<file path="src/hw/rtl/wpnm_pkg.sv">
`timescale 1ns / 1ps
// ----------------------------------------------------------------------------
// wpnm_pkg
// shared constants, configuration codes and interface types of the
// window percentile near-miss core
// ----------------------------------------------------------------------------
package wpnm_pkg;

    localparam int HISTORY_DEPTH = 64;
    localparam int ADDR_W        = $clog2(HISTORY_DEPTH);
    localparam int FILL_W        = $clog2(HISTORY_DEPTH + 1);
    localparam int LEVEL_W       = 9;
    localparam int WARM_W        = 6;
    localparam int CFG_IDX_W     = 2;
    localparam int CFG_DATA_W    = 9;
    localparam int CMP_W         = (FILL_W > WARM_W) ? FILL_W : WARM_W;

    localparam logic [LEVEL_W-1:0] LEVEL_MAX = 9'd256;

    // rank = floor(9n/10) is tracked incrementally as n grows
    localparam int RANK_NUM = 9;
    localparam int RANK_DEN = 10;
    localparam int REM_W    = 5;

    // register indexes
    localparam logic [CFG_IDX_W-1:0] CFG_WARMUP   = 2'd0;
    localparam logic [CFG_IDX_W-1:0] CFG_MIN      = 2'd1;
    localparam logic [CFG_IDX_W-1:0] CFG_FALLBACK = 2'd2;

    localparam logic [WARM_W-1:0]  RST_WARMUP   = 6'd10;
    localparam logic [LEVEL_W-1:0] RST_MIN      = 9'd18;
    localparam logic [LEVEL_W-1:0] RST_FALLBACK = 9'd20;

    typedef struct packed {
        logic [WARM_W-1:0]  warmup_count;
        logic [LEVEL_W-1:0] min_level;
        logic [LEVEL_W-1:0] fallback_level;
    } t_cfg;

    typedef struct packed {
        logic valid;
        logic flag;
    } t_result;

endpackage

</file>
<file path="src/hw/rtl/wpnm_hist_ram.sv">
`timescale 1ns / 1ps
// ----------------------------------------------------------------------------
// wpnm_hist_ram
// single write port, single registered read port history memory
// ----------------------------------------------------------------------------
module wpnm_hist_ram #(
    parameter int DEPTH  = 64,
    parameter int WIDTH  = 9,
    parameter int ADDR_W = $clog2(DEPTH)
) (
    input  logic              i_clk,
    input  logic              i_wr_en,
    input  logic [ADDR_W-1:0] i_wr_addr,
    input  logic [WIDTH-1:0]  i_wr_data,
    input  logic              i_rd_en,
    input  logic [ADDR_W-1:0] i_rd_addr,
    output logic [WIDTH-1:0]  o_rd_data
);

    logic [WIDTH-1:0] r_mem [DEPTH];
    logic [WIDTH-1:0] r_rd_data;

    always_ff @(posedge i_clk) begin
        if (i_wr_en) begin
            r_mem[i_wr_addr] <= i_wr_data;
        end
    end

    always_ff @(posedge i_clk) begin
        if (i_rd_en) begin
            r_rd_data <= r_mem[i_rd_addr];
        end
    end

    assign o_rd_data = r_rd_data;

endmodule

</file>
<file path="src/hw/rtl/wpnm_seq.sv">
`timescale 1ns / 1ps
// ----------------------------------------------------------------------------
// wpnm_seq
// item sequencer: in percentile mode scans the stored history and counts entries
// not above the level; decides the flag and pushes the level into the ring
// ----------------------------------------------------------------------------
module wpnm_seq import wpnm_pkg::*; (
    input  logic               i_clk,
    input  logic               i_rst_n,
    input  logic               i_in_valid,
    input  logic [LEVEL_W-1:0] i_level,
    output logic               o_in_ready,
    input  t_cfg               i_cfg,
    input  logic               i_out_free,
    output t_result            o_result,
    output logic               o_rd_en,
    output logic [ADDR_W-1:0]  o_rd_addr,
    input  logic [LEVEL_W-1:0] i_rd_data,
    output logic               o_wr_en,
    output logic [ADDR_W-1:0]  o_wr_addr,
    output logic [LEVEL_W-1:0] o_wr_data
);

    typedef enum logic [3:0] {
        ST_IDLE  = 4'b0001,
        ST_SCAN  = 4'b0010,
        ST_DRAIN = 4'b0100,
        ST_PUSH  = 4'b1000
    } t_state;

    t_state             r_state, n_state;
    logic [LEVEL_W-1:0] r_lvl, n_lvl;
    logic               r_pct, n_pct;
    logic [ADDR_W-1:0]  r_idx, n_idx;
    logic               r_rd_vld, n_rd_vld;
    logic [FILL_W-1:0]  r_cnt, n_cnt;
    logic [ADDR_W-1:0]  r_wp, n_wp;
    logic [FILL_W-1:0]  r_fill, n_fill;
    logic [FILL_W-1:0]  r_rank, n_rank;
    logic [REM_W-1:0]   r_rem, n_rem;

    logic [LEVEL_W-1:0] w_lvl_sat;
    logic [FILL_W-1:0]  w_fill_m1;
    logic [REM_W-1:0]   w_rem_sum;
    logic               w_pct;
    logic               w_flag;
    logic               w_push;

    always_comb begin
        w_lvl_sat = (i_level > LEVEL_MAX) ? LEVEL_MAX : i_level;
        w_fill_m1 = r_fill - FILL_W'(1);
        w_rem_sum = r_rem + REM_W'(RANK_NUM);
        w_pct     = CMP_W'(r_fill) > CMP_W'(i_cfg.warmup_count);
        w_flag    = r_pct ? ((r_cnt > r_rank) && (r_lvl >= i_cfg.min_level))
                          : (r_lvl >= i_cfg.fallback_level);
        w_push    = (r_state == ST_PUSH) && i_out_free;

        n_state  = r_state;
        n_lvl    = r_lvl;
        n_pct    = r_pct;
        n_idx    = r_idx;
        n_rd_vld = (r_state == ST_SCAN);
        n_cnt    = r_cnt;
        n_wp     = r_wp;
        n_fill   = r_fill;
        n_rank   = r_rank;
        n_rem    = r_rem;

        // read data is registered and arrives in the cycle after its address
        if (r_rd_vld && (i_rd_data <= r_lvl)) begin
            n_cnt = r_cnt + FILL_W'(1);
        end

        case (r_state)
            ST_IDLE: begin
                if (i_in_valid) begin
                    n_lvl   = w_lvl_sat;
                    n_pct   = w_pct;
                    n_cnt   = '0;
                    n_idx   = '0;
                    n_state = w_pct ? ST_SCAN : ST_PUSH;
                end
            end
            ST_SCAN: begin
                if (r_idx == w_fill_m1[ADDR_W-1:0]) begin
                    n_state = ST_DRAIN;
                end else begin
                    n_idx = r_idx + ADDR_W'(1);
                end
            end
            ST_DRAIN: begin
                n_state = ST_PUSH;
            end
            ST_PUSH: begin
                if (i_out_free) begin
                    n_wp = (r_wp == ADDR_W'(HISTORY_DEPTH - 1)) ? '0 : r_wp + ADDR_W'(1);
                    if (r_fill != FILL_W'(HISTORY_DEPTH)) begin
                        n_fill = r_fill + FILL_W'(1);
                        if (w_rem_sum >= REM_W'(RANK_DEN)) begin
                            n_rank = r_rank + FILL_W'(1);
                            n_rem  = w_rem_sum - REM_W'(RANK_DEN);
                        end else begin
                            n_rem  = w_rem_sum;
                        end
                    end
                    n_state = ST_IDLE;
                end
            end
            default: begin
                n_state = ST_IDLE;
            end
        endcase
    end

    always_ff @(posedge i_clk) begin
        if (!i_rst_n) begin
            r_state  <= ST_IDLE;
            r_rd_vld <= 1'b0;
            r_wp     <= '0;
            r_fill   <= '0;
            r_rank   <= '0;
            r_rem    <= '0;
        end else begin
            r_state  <= n_state;
            r_rd_vld <= n_rd_vld;
            r_wp     <= n_wp;
            r_fill   <= n_fill;
            r_rank   <= n_rank;
            r_rem    <= n_rem;
        end
    end

    always_ff @(posedge i_clk) begin
        r_lvl <= n_lvl;
        r_pct <= n_pct;
        r_idx <= n_idx;
        r_cnt <= n_cnt;
    end

    assign o_in_ready     = (r_state == ST_IDLE);
    assign o_rd_en        = (r_state == ST_SCAN);
    assign o_rd_addr      = r_idx;
    assign o_wr_en        = w_push;
    assign o_wr_addr      = r_wp;
    assign o_wr_data      = r_lvl;
    assign o_result.valid = w_push;
    assign o_result.flag  = w_flag;

endmodule

</file>
<file path="src/hw/rtl/window_percentile_near_miss_core.sv">
`timescale 1ns / 1ps
// ----------------------------------------------------------------------------
// window_percentile_near_miss_core
// flags a level that reaches both the 90th percentile of the recent history and
// the minimum level, or a static threshold while the history is warming up
// sequence: in percentile mode an accepted level passes SCAN (one history read
//   per cycle), DRAIN and PUSH; in fallback mode it goes straight to PUSH
// input: ready only in IDLE; a new word waits until the previous one is pushed
// reset: synchronous active low; clears pointer, fill count and output valid,
//   loads register defaults; history memory is not cleared
// ----------------------------------------------------------------------------
module window_percentile_near_miss_core import wpnm_pkg::*; (
    input  logic                  i_clk,
    input  logic                  i_rst_n,
    input  logic                  i_in_valid,
    output logic                  o_in_ready,
    input  logic [LEVEL_W-1:0]    i_level,
    output logic                  o_out_valid,
    input  logic                  i_out_ready,
    output logic                  o_near_miss,
    input  logic                  i_cfg_we,
    input  logic [CFG_IDX_W-1:0]  i_cfg_idx,
    input  logic [CFG_DATA_W-1:0] i_cfg_wdata
);

    t_cfg               r_cfg;
    logic               r_out_vld;
    logic               r_out_nm;
    logic               w_out_free;
    t_result            w_result;
    logic               w_rd_en;
    logic [ADDR_W-1:0]  w_rd_addr;
    logic [LEVEL_W-1:0] w_rd_data;
    logic               w_wr_en;
    logic [ADDR_W-1:0]  w_wr_addr;
    logic [LEVEL_W-1:0] w_wr_data;

    always_ff @(posedge i_clk) begin
        if (!i_rst_n) begin
            r_cfg.warmup_count   <= RST_WARMUP;
            r_cfg.min_level      <= RST_MIN;
            r_cfg.fallback_level <= RST_FALLBACK;
        end else if (i_cfg_we) begin
            case (i_cfg_idx)
                CFG_WARMUP:   r_cfg.warmup_count   <= i_cfg_wdata[WARM_W-1:0];
                CFG_MIN:      r_cfg.min_level      <= i_cfg_wdata[LEVEL_W-1:0];
                CFG_FALLBACK: r_cfg.fallback_level <= i_cfg_wdata[LEVEL_W-1:0];
                default: begin
                end
            endcase
        end
    end

    // output word register
    assign w_out_free = !r_out_vld || i_out_ready;

    always_ff @(posedge i_clk) begin
        if (!i_rst_n) begin
            r_out_vld <= 1'b0;
        end else if (w_result.valid) begin
            r_out_vld <= 1'b1;
        end else if (i_out_ready) begin
            r_out_vld <= 1'b0;
        end
    end

    always_ff @(posedge i_clk) begin
        if (w_result.valid) begin
            r_out_nm <= w_result.flag;
        end
    end

    wpnm_seq u_seq (
        .i_clk      (i_clk),
        .i_rst_n    (i_rst_n),
        .i_in_valid (i_in_valid),
        .i_level    (i_level),
        .o_in_ready (o_in_ready),
        .i_cfg      (r_cfg),
        .i_out_free (w_out_free),
        .o_result   (w_result),
        .o_rd_en    (w_rd_en),
        .o_rd_addr  (w_rd_addr),
        .i_rd_data  (w_rd_data),
        .o_wr_en    (w_wr_en),
        .o_wr_addr  (w_wr_addr),
        .o_wr_data  (w_wr_data)
    );

    wpnm_hist_ram #(
        .DEPTH  (HISTORY_DEPTH),
        .WIDTH  (LEVEL_W),
        .ADDR_W (ADDR_W)
    ) u_ram (
        .i_clk     (i_clk),
        .i_wr_en   (w_wr_en),
        .i_wr_addr (w_wr_addr),
        .i_wr_data (w_wr_data),
        .i_rd_en   (w_rd_en),
        .i_rd_addr (w_rd_addr),
        .o_rd_data (w_rd_data)
    );

    assign o_out_valid = r_out_vld;
    assign o_near_miss = r_out_nm;

endmodule

</file>
<file path="config.mk">
export PLATFORM = sky130hd
export DESIGN_NAME = window_percentile_near_miss_core
export DESIGN_NICKNAME = d
export VERILOG_FILES = /design/src/hw/rtl/wpnm_pkg.sv /design/src/hw/rtl/wpnm_hist_ram.sv /design/src/hw/rtl/wpnm_seq.sv /design/src/hw/rtl/window_percentile_near_miss_core.sv
export SDC_FILE = /design/constraint.sdc
export NUM_CORES = 1
export LEC_CHECK = 0
export ABC_AREA = 1
export BUFFER_PORTS_ARGS = -buffer_cell sky130_fd_sc_hd__buf_4
export CAP_MARGIN = 20
export CORE_ASPECT_RATIO = 1.25
export CORE_MARGIN = 2
export CORE_UTILIZATION = 55
export DETAILED_ROUTE_END_ITERATION = 10
export GPL_TIMING_DRIVEN = 0
export PLACE_DENSITY = 0.78
export SKIP_CTS_REPAIR_TIMING = 1
export SYNTH_ARGS = -nofsm -noshare
export SYNTH_HDL_FRONTEND = slang
export SYNTH_HIERARCHICAL = 1
export SYNTH_SLANG_ARGS = --single-unit
</file>
<file path="constraint.sdc">
create_clock -name i_clk -period 8.1 [get_ports i_clk]
set_input_delay 0.81 -clock i_clk [delete_from_list [all_inputs] [get_ports i_clk]]
set_output_delay 0.81 -clock i_clk [all_outputs]
set_load 0.05 [all_outputs]
</file>
==> flow_summary.json <==
{
  "finish.instance_area_um2": 32700,
  "pre_cts_slack_ps": 3920,
  "ys_seq_elements": 664,
  "power.leakage_nw": 12.5,
  "finalMaxSlewViolations": 0,
  "vias": 21300,
  "clk_pin_slew_ps": 60,
  "rsz0062_at_grt": "no",
  "rr_worst_depth": 6,
  "rows": 93,
  "initial_core_util_pct": 55.9,
  "wl_per_cell_um": 23.1,
  "post_dp_cell_area_um2": 30800,
  "whs_ps": 411,
  "max_freq_mhz": 270,
  "gp_congestion": 0.942,
  "cp_data_arrival_time_ps": 3950,
  "critPathMaxStageDelay_ps": 1250,
  "setup_viol": 0,
  "htree_num_levels": 2,
  "fp.dieH_um": 260,
  "grt_pass1_vias": 20800,
  "cp-startpoint": "o_out_valid",
  "clockBufferDepth": 3,
  "clock_tree.root_cell": "clkbuf_16",
  "clk_latency_ps": 640,
  "setup_slack_ps": 4400,
  "hold_viol_final": 0,
  "whs_endpoint": "u_seq/r_cnt[6]",
  "crit_buf_inv": 2,
  "outcome": "finished clean",
  "antenna_found_initial": 0,
  "hold_start": "i_in_valid",
  "reg2reg_to": "u_ram/r_mem[62][3]",
  "required_ps": 8340,
  "drt_iter0_markers": 2577,
  "ant_nets": 0,
  "first_pass_iters": 8,
  "cts_tree": "built",
  "drc": 0,
  "coreArea_um2": 51800,
  "crit_slowest_cell": "nor2_1",
  "fin_cells": 3543,
  "antennaDiodeCount": 0,
  "die_w_um": 209,
  "netlist_instances": 2698,
  "numCtsBuffers": 60,
  "tns_ps": 0,
  "crit_family": "simple AND/OR/NAND/NOR gates",
  "synth_warnings": 6,
  "layout_commonest_cell": "nand2_1",
  "max_slew_margin_pct": 18.7,
  "ys_seq_area_share_pct": 66.8,
  "cp-start-kind": "register",
  "dp_hpwl_um": 57600,
  "grt_pass1_wl_um": 122000,
  "pwr_density_cell_nw_per_um2": 237,
  "worst_pin_slew_ps": 1220,
  "path_cells": "nand2_1 -> nand4_4 -> clkinv_4 -> clkbuf_1 -> nand4_1 -> nor2_1",
  "skew_ps": 24.6,
  "mostFrequentLayoutCells": "865 x nand2_1, 602 x edfxtp_1, 523 x nand3_1",
  "areaGrowthSynthToFinish_pct": 13.2,
  "nFillCells": 3773,
  "period_share_pct": 45.7,
  "routed_via_density": 6.02,
  "worstSetupPathType": "reg -> reg",
  "synth_top_area_share_pct": 62.5,
  "layout-drive-gt1-share_pct": 10.0,
  "grt.overflow.total": 0,
  "r2r_setup_slack_ps": 4400,
  "synth.largest_area_cell": "edfxtp_1",
  "critPathCaptureType": "register",
  "grt_start_max_net_pins": 33,
  "syn_nets": 2773,
  "io_buffer_count": 26,
  "vdd_ir_drop_max_uv": 171,
  "grt_use_total_pct": 30.2,
  "ys_types": 52,
  "synth_area_per_cell_um2": 10.7,
  "r2r-start": "o_out_valid",
  "cts.sinks": 664,
  "max_cap_violations": 0,
  "synth_area_um2": 28900,
  "dieArea_um2": 54500,
  "crit_fanout": 9,
  "ys_top_cells_by_area": "edfxtp_1 62%, nand2_1 11%, nand3_1 9.0%",
  "hold_path.class": "in -> reg",
  "min_path_cells": 2,
  "dp.cells": 3427,
  "layout.nets": 2905,
  "pin_count": 28,
  "drt_wl_total_um": 81900,
  "finalCriticalPeriod_ps": 3700
}
## worst reg2reg max path, delay by kind of cell (launching register included)
kind,cells,cell delay (ps)
buf+inv,2,510
simple gates,4,2480
flops,1,310
## area by class of cell
cell class | instances | area, um^2 | area share, %
flip-flops and latches | 664 | 19300 | 59.0
clock buffers | 82 | 1590 | 4.87
repair buffers | 70 | 1030 | 3.15
multi-input cells | 1753 | 8240 | 25.2
clock inverters | 28 | 305 | 0.933
inverters | 141 | 543 | 1.66
well taps | 665 | 832 | 2.54
plain buffers | 140 | 872 | 2.66
## power by group
group          total (mW)  internal, mW  switching (mW)
sequential           3.86          3.82          0.0428
clock                2.79          1.57            1.23
combinational        1.10         0.342           0.762
## metal layers
layer  part of all wire [%]  GRT usage (%)
met4                    6.6           19.2
met1                     34           35.7
met2                     49           51.5
met5                      0              0
met3                     10           5.04
## Yosys cell counts, drive strengths merged
| library cell | count |
|---|---|
| o21ai | 26 |
| xor2 | 12 |
| xnor2 | 7 |
| nand2 | 874 |
| nor3b | 2 |
| nor2 | 136 |
| a211oi | 2 |
| o31a | 1 |
| nand3b | 4 |
| a221oi | 1 |
| nor3 | 17 |
| o21a | 2 |
| edfxtp | 602 |
| a21oi | 45 |
| dfxtp | 62 |
| ha | 50 |
| inv | 136 |
| nand3 | 525 |
| clkinv | 5 |
| buf | 112 |
| o2111ai | 1 |
| a21boi | 1 |
| a22oi | 2 |
| nor4 | 12 |
| o221ai | 1 |
| o31ai | 1 |
| a21o | 3 |
| or2 | 2 |
| nand4 | 26 |
| clkbuf | 28 |
## per-stage QoR
step	total power, mW	utilization [%]
CTS	7.75	63.1
global placement	4.90	57.8
detailed placement	5.01	59.4
global route	7.97	63.2
floorplan	4.54	-
finish	7.76	63.2
## flip-flops by register name, summed over array words and instances, names as in the netlist
register / count
u_seq/o_rd_addr: 6
u_ram/r_mem: 576
o_near_miss: 1
u_seq/r_cnt: 7
u_seq/r_rank: 7
u_seq/r_fill: 7
u_seq/r_state: 4
u_ram/o_rd_data: 9
r_cfg: 24
u_seq/r_rem: 5
u_seq/o_wr_addr: 6
u_seq/r_rd_vld: 1
u_seq/o_wr_data: 9
o_out_valid: 1
u_seq/r_pct: 1
## worst max path at each step
stage                    endpoint  slack (ps)  cells after the start
2_1_floorplan  u_ram/r_mem[48][0]        5020                      7
3_3_place_gp   u_ram/r_mem[48][7]        3700                      8
3_5_place_dp   u_ram/r_mem[28][2]        3920                      8
4_1_cts        u_ram/r_mem[28][2]        4480                      6
5_1_grt        u_ram/r_mem[20][1]        4490                      6
6_report       u_ram/r_mem[62][3]        4400                      6
## kinds of logic after synthesis
family	synth area share, %
simple gates	23.9
flops	66.8
buf+inv	4.89
compound gates	1.64
fa+ha+maj	2.16
xor+xnor	0.627
(Power assumes the default switching activity.)
